## src/rtl/core/fpba_pkg.sv

```systemverilog
// Shared types, field layout and codes of the fenced page bump allocator.
package fpba_pkg;

   // Parameter defaults
   localparam int NUM_PAGES_DEF      = 64;
   localparam int MAX_PAGE_BYTES_DEF = 2097152;
   localparam int FENCE_BITS_DEF     = 64;

   // Field widths on the ports
   localparam int SIZE_W     = 22;
   localparam int ALIGN_W    = 5;
   localparam int FENCE_W    = 64;
   localparam int STATUS_W   = 2;
   localparam int PAGE_IDX_W = 6;
   localparam int OFFSET_W   = 21;

   // Request tdata layout, lowest bit first
   localparam int IN_SIZE_LSB  = 0;
   localparam int IN_ALIGN_LSB = IN_SIZE_LSB + SIZE_W;
   localparam int IN_FENCE_LSB = IN_ALIGN_LSB + ALIGN_W;
   localparam int IN_DONE_LSB  = IN_FENCE_LSB + FENCE_W;
   localparam int IN_USED_W    = IN_DONE_LSB + FENCE_W;
   localparam int REQ_DATA_W   = ((IN_USED_W + 7) / 8) * 8;

   // Response tdata layout, lowest bit first
   localparam int OUT_PAGE_LSB  = 0;
   localparam int OUT_OFF_LSB   = OUT_PAGE_LSB + PAGE_IDX_W;
   localparam int OUT_SIZE_LSB  = OUT_OFF_LSB + OFFSET_W;
   localparam int OUT_TOOK_LSB  = OUT_SIZE_LSB + SIZE_W;
   localparam int OUT_USED_W    = OUT_TOOK_LSB + 1;
   localparam int RSP_DATA_W    = ((OUT_USED_W + 7) / 8) * 8;

   // Page size after reset
   localparam int PAGE_SIZE_RESET = 65536;

   // Width for alignment arithmetic: 22-bit value plus a mask of up to 31 bits
   localparam int WIDE_W = 33;

   typedef enum logic [0:0] {
      OP_ALLOC  = 1'b0,
      OP_RETIRE = 1'b1
   } op_type;

   typedef enum logic [STATUS_W-1:0] {
      STATUS_OK      = 2'd0,
      STATUS_TOO_BIG = 2'd1,
      STATUS_NO_PAGE = 2'd2
   } status_type;

   // Commands from the controller to the datapath
   typedef struct packed {
      logic accept;       // latch request and aligned values
      logic ok_held;      // answer from the held page
      logic push_held;    // move held page to the local list
      logic ret_rd;       // read retired queue head
      logic recycle;      // retired head goes to the free FIFO
      logic free_rd;      // read free FIFO head
      logic take_free;    // hold the page read from the free FIFO
      logic take_new;     // hold a freshly made page
      logic no_page;      // answer pool exhausted
      logic too_big;      // answer oversized request
      logic loc_rd;       // read local list entry
      logic ret_push;     // push local entry to the retired queue
      logic retire_done;  // clear local list, answer retire
   } fpba_cmd_type;

   // Status from the datapath to the controller
   typedef struct packed {
      logic op_retire;
      logic too_big;
      logic fits;
      logic held_valid;
      logic ret_nonempty;
      logic fence_done;
      logic free_nonempty;
      logic can_make;
      logic loc_more;
      logic rsp_free;
   } fpba_stat_type;

endpackage

```

## src/rtl/core/fpba_ctrl.sv

```systemverilog
// Controller state machine of the fenced page bump allocator.
module fpba_ctrl
   import fpba_pkg::*;
(
   input  logic          clock,
   input  logic          reset,
   input  logic          req_tvalid,
   output logic          req_tready,
   input  fpba_stat_type stat,
   output fpba_cmd_type  cmd
);

   typedef enum logic [8:0] {
      ST_IDLE      = 9'b000000001,
      ST_DECIDE    = 9'b000000010,
      ST_RC_READ   = 9'b000000100,
      ST_RC_CHECK  = 9'b000001000,
      ST_OBTAIN    = 9'b000010000,
      ST_FREE_WAIT = 9'b000100000,
      ST_RT_READ   = 9'b001000000,
      ST_RT_PUSH   = 9'b010000000,
      ST_RT_DONE   = 9'b100000000
   } state_type;

   state_type state_ff;
   state_type state_in;

   assign req_tready = (state_ff == ST_IDLE);

   // Next state and commands
   always_comb begin
      state_in = state_ff;
      cmd      = '0;
      unique case (state_ff)
         ST_IDLE: begin
            if (req_tvalid) begin
               cmd.accept = 1'b1;
               state_in   = ST_DECIDE;
            end
         end
         ST_DECIDE: begin
            priority if (stat.op_retire) begin
               cmd.push_held = stat.held_valid;
               state_in      = ST_RT_READ;
            end else if (stat.too_big) begin
               if (stat.rsp_free) begin
                  cmd.too_big = 1'b1;
                  state_in    = ST_IDLE;
               end
            end else if (stat.fits) begin
               if (stat.rsp_free) begin
                  cmd.ok_held = 1'b1;
                  state_in    = ST_IDLE;
               end
            end else begin
               cmd.push_held = stat.held_valid;
               state_in      = ST_RC_READ;
            end
         end
         ST_RC_READ: begin
            if (stat.ret_nonempty) begin
               cmd.ret_rd = 1'b1;
               state_in   = ST_RC_CHECK;
            end else begin
               state_in = ST_OBTAIN;
            end
         end
         ST_RC_CHECK: begin
            if (stat.fence_done) begin
               cmd.recycle = 1'b1;
               state_in    = ST_RC_READ;
            end else begin
               state_in = ST_OBTAIN;
            end
         end
         ST_OBTAIN: begin
            priority if (stat.free_nonempty) begin
               cmd.free_rd = 1'b1;
               state_in    = ST_FREE_WAIT;
            end else if (stat.rsp_free) begin
               cmd.take_new = stat.can_make;
               cmd.no_page  = !stat.can_make;
               state_in     = ST_IDLE;
            end else begin
               state_in = ST_OBTAIN;
            end
         end
         ST_FREE_WAIT: begin
            if (stat.rsp_free) begin
               cmd.take_free = 1'b1;
               state_in      = ST_IDLE;
            end
         end
         ST_RT_READ: begin
            if (stat.loc_more) begin
               cmd.loc_rd = 1'b1;
               state_in   = ST_RT_PUSH;
            end else begin
               state_in = ST_RT_DONE;
            end
         end
         ST_RT_PUSH: begin
            cmd.ret_push = 1'b1;
            state_in     = ST_RT_READ;
         end
         ST_RT_DONE: begin
            if (stat.rsp_free) begin
               cmd.retire_done = 1'b1;
               state_in        = ST_IDLE;
            end
         end
         default: begin
            state_in = ST_IDLE;
         end
      endcase
   end

   // State register
   always_ff @(posedge clock) begin
      if (reset) begin
         state_ff <= ST_IDLE;
      end else begin
         state_ff <= state_in;
      end
   end

endmodule

```

## config.mk

```make
export PLATFORM = sky130hd
export DESIGN_NAME = fpba_ctrl
export DESIGN_NICKNAME = d
export VERILOG_FILES = /design/src/rtl/core/fpba_pkg.sv /design/src/rtl/core/fpba_ctrl.sv
export SDC_FILE = /design/constraint.sdc
export NUM_CORES = 1
export LEC_CHECK = 0
export BUFFER_PORTS_ARGS = -buffer_cell sky130_fd_sc_hd__buf_2
export CORE_ASPECT_RATIO = 0.8
export CORE_MARGIN = 10
export CORE_UTILIZATION = 25
export CTS_CLUSTER_DIAMETER = 80
export DETAILED_ROUTE_END_ITERATION = 7
export PLACE_DENSITY_LB_ADDON = 0.08
export RECOVER_POWER = 50
export SLEW_MARGIN = 5
export SYNTH_ARGS = -nofsm -noshare
export SYNTH_HDL_FRONTEND = slang
export SYNTH_SLANG_ARGS = --single-unit
export TNS_END_PERCENT = 10
```

## constraint.sdc

```tcl
create_clock -name clock -period 2.23 [get_ports clock]
set_input_delay 0.223 -clock clock [delete_from_list [all_inputs] [get_ports clock]]
set_output_delay 0.223 -clock clock [all_outputs]
set_load 0.05 [all_outputs]
```

==> flow_summary.rst <==
.. list-table::
   :header-rows: 1

   * - Metric
     - Value
   * - Outcome
     - finished clean
   * - Vertical die dimension
     - ~70 um
   * - Count of flip-flops with a built-in enable after synthesis
     - 0
   * - Critical Path Sink
     - cmd[0]
   * - Number of placement rows
     - 18
   * - Count of cell types in the netlist
     - 42
   * - Type of destination of the critical path
     - output pin
   * - Final setup fails
     - 0
   * - TritonCTS Buffers
     - 3
   * - Initial DRT Pass Iterations
     - 4
   * - Actual transition at the worst max-transition pin
     - 694 ps
   * - Portion of synthesized cell area occupied by the leading cell type
     - 0.227
   * - Initial cell density of the core
     - 0.259
   * - Vias in the first global route
     - 821
   * - I/O pin cnt
     - 27
   * - CTS tree
     - built
   * - Total power per unit cell area
     - around 610 mW/mm2
   * - Max rail drop VDD
     - 0.000237 V
   * - Registers with the highest flip-flop counts
     - state_ff: 9 flops
   * - Max-Slew Margin vs Limit
     - 0.537
   * - Setup slack of the worst register-to-register path
     - 140 ps
   * - Worst reg2reg path depth
     - 4
   * - DRT iter0 DRCs
     - 83
   * - Layout cell share with drive strength beyond 1
     - 0.386
   * - Final hold violation count
     - 0
   * - Cell at the root of the clock tree
     - clkbuf_8
   * - Most common cell after layout, fill and taps aside
     - buf_2
   * - Category of the critical setup timing path
     - reg -> out
   * - Number of max-cap violations
     - 0
   * - Beginning of the critical path
     - state_ff[0]$_SDFFE_PP1P_
   * - Vias per std cell
     - about 5.1
   * - Tot GR Track Use
     - 0.0840
   * - Largest register FFs
     - 9
   * - Width of the die
     - between 80 and 90 um
   * - Placement-stage worst setup slack
     - 187 ps
   * - Setup repair after global routing missed its margin
     - yes
   * - Clock-pin transition on the worst setup and hold timing paths
     - 50 ps
   * - Cells after DPL
     - 163
   * - Net count of the mapped netlist
     - 113
   * - Final wirelength
     - 2.54 mm
   * - Final critical path time including I/O delays and setup
     - 2180 ps
   * - CP startpoint kind
     - flip-flop
   * - Top area cells in the synthesized netlist
     - dfxtp_1 (23%), nor4_1 (6.3%), nor3_1 (4.4%)
   * - Number of antenna violations at the first check in global routing
     - 0
   * - Sequential area share after synthesis
     - 0.227
   * - Hold_buf cts
     - 0
   * - Commonest cells after routing, fill and taps aside
     - buf_2 (18), buf_4 (10), dfxtp_1 (9)
   * - Dominant register cell in the synthesized netlist
     - dfxtp_1
   * - Layout-stage area growth over the synthesis result
     - 34.1%
   * - Global-route wire length before repair
     - about 4.2 mm
   * - Clk sink count
     - 9
   * - PortBufs
     - 26
   * - Final hold slack
     - 331 ps
   * - Kind of path behind the tightest hold check
     - in -> reg
   * - Final worst-path cycle share
     - 0.976
   * - Reg-to-Reg Start
     - state_ff[2]$_SDFFE_PP0P_
   * - Largest net degree at the start of global routing
     - 11
   * - Synthesized instance count
     - 100
   * - Core Footprint
     - slightly above 0.003 mm2
   * - Largest reg by FF count
     - state_ff
   * - Clock skew after layout
     - 1.66 ps
   * - Maximum fanout encountered on the critical timing path
     - 8
   * - Final cell count without fillers
     - 167
   * - Max clock buf depth
     - 2
   * - Antenna-violating nets left
     - 0
   * - HPWL reported at the end of detailed placement
     - 1.97 mm
   * - Fin nets
     - 141
   * - Drt wl/cell
     - 15.2 um
   * - Max-slew violations
     - 0
   * - Most area-hungry cell type in the Yosys netlist
     - dfxtp_1
   * - Number of vias after detailed routing
     - 851
   * - Residual overflow from global routing
     - 0
   * - Clock latency on the worst-skew pair
     - 240 ps
   * - Data required time of the worst path
     - 2010 ps
   * - Post-route setup slack
     - around 53 ps
   * - Peak Freq
     - approximately 0.46 GHz
   * - Signal arrival time at the worst endpoint
     - 1950 ps
   * - Antenna cell count
     - 0
   * - Capture instance of the worst register-to-register path
     - state_ff[0]$_SDFFE_PP1P_
   * - Leakage component of the power
     - 0.451 nW
   * - Netlist area before placement
     - a little under 800 um2
   * - Routability congestion estimate from global placement
     - 0.786
   * - Count of synthesis-stage warnings from yosys
     - 0
   * - Die footprint
     - just under 0.006 mm2
   * - Fraction of registers with async set or reset after synthesis
     - 0
   * - Total number of H-tree levels
     - 1
   * - Register bit count reported by yosys
     - 9
   * - Final routed DRC violation total
     - 0
   * - Number of buffers inserted by post-CTS setup repair
     - 0
   * - Synthesized area divided by synthesized cell count
     - just under 8 um2
area by class of cell:
type | count | area (um2)
inverters | 4 | 15.0
well taps | 40 | 50.0
repair buffers | 34 | 201
multi-input cells | 76 | 571
clock buffers | 4 | 45.0
flip-flops and latches | 9 | 180
fillers | 358 | 2000
power by group:
group	leakage, nW	internal, mW	switching [mW]	total, mW
logic	0.356	0.0815	0.176	0.257
registers	0.0729	0.173	0.0226	0.195
clock network	0.0228	0.125	0.0744	0.200
total	0.451	0.380	0.273	0.652
metal layers:
layer  vias up  GRT usage  routed length (um)
li1        433          -                   -
met1       392      0.101                1150
met2        24      0.135                1180
met3         2     0.0394                 206
met4         0     0.0113                  10
met5         -          0                   0
synthesized netlist by cell type, drive strengths merged, types with 2 or more instances:
cell type	n
dfxtp	9
nor3	8
nor4	8
clkbuf	6
and3	5
buf	5
nor2	5
a211oi	4
inv	4
nand2	4
nor2b	3
nor3b	3
o211ai	3
or2	3
a21oi	2
nand4	2
nor4b	2
o21ai	2
or3	2
or4	2
xor2	2
stage by stage:
stage	area, um2	utilization	TNS (ps)	power [mW]
2_1_floorplan	798	-	-1230	0.378
3_3_place_gp	977	0.319	0	0.455
3_5_place_dp	977	0.319	0	0.451
4_1_cts	1030	0.337	0	0.653
5_1_grt	1060	0.347	-88.3	0.693
6_report	1060	0.347	0	0.652
worst max-delay path: stages (launching register included):
cell and delay [ps]:
dfxtp_1 380, or2_2 390, or4_4 520, nor3_1 200
buf_4 230
repair_timing:
action,CTS,global route
endpoints found under the setup margin,3,9
gates cloned,0,0
hold endpoints to repair,0,0
pin swaps,0,0
gates resized for setup,2,13
worst min path at each step:
stage,from,endpoint,slack [ps],cells past startpoint
finish,stat[4],state_ff[2]$_SDFFE_PP0P_,330,3
global route,stat[4],state_ff[2]$_SDFFE_PP0P_,350,3
CTS,stat[9],state_ff[6]$_SDFFE_PP0P_,320,3
detailed placement,stat[9],state_ff[6]$_SDFFE_PP0P_,560,3
global placement,stat[9],state_ff[6]$_SDFFE_PP0P_,560,3
floorplan,stat[9],state_ff[6]$_SDFFE_PP0P_,410,2
logic make-up after synthesis:
logic type	synth area share
flops	0.227
simple gates	0.433
compound gates	0.210
xor+xnor	0.0332
buf+inv	0.0963
Power figures use the tool's default switching activity.
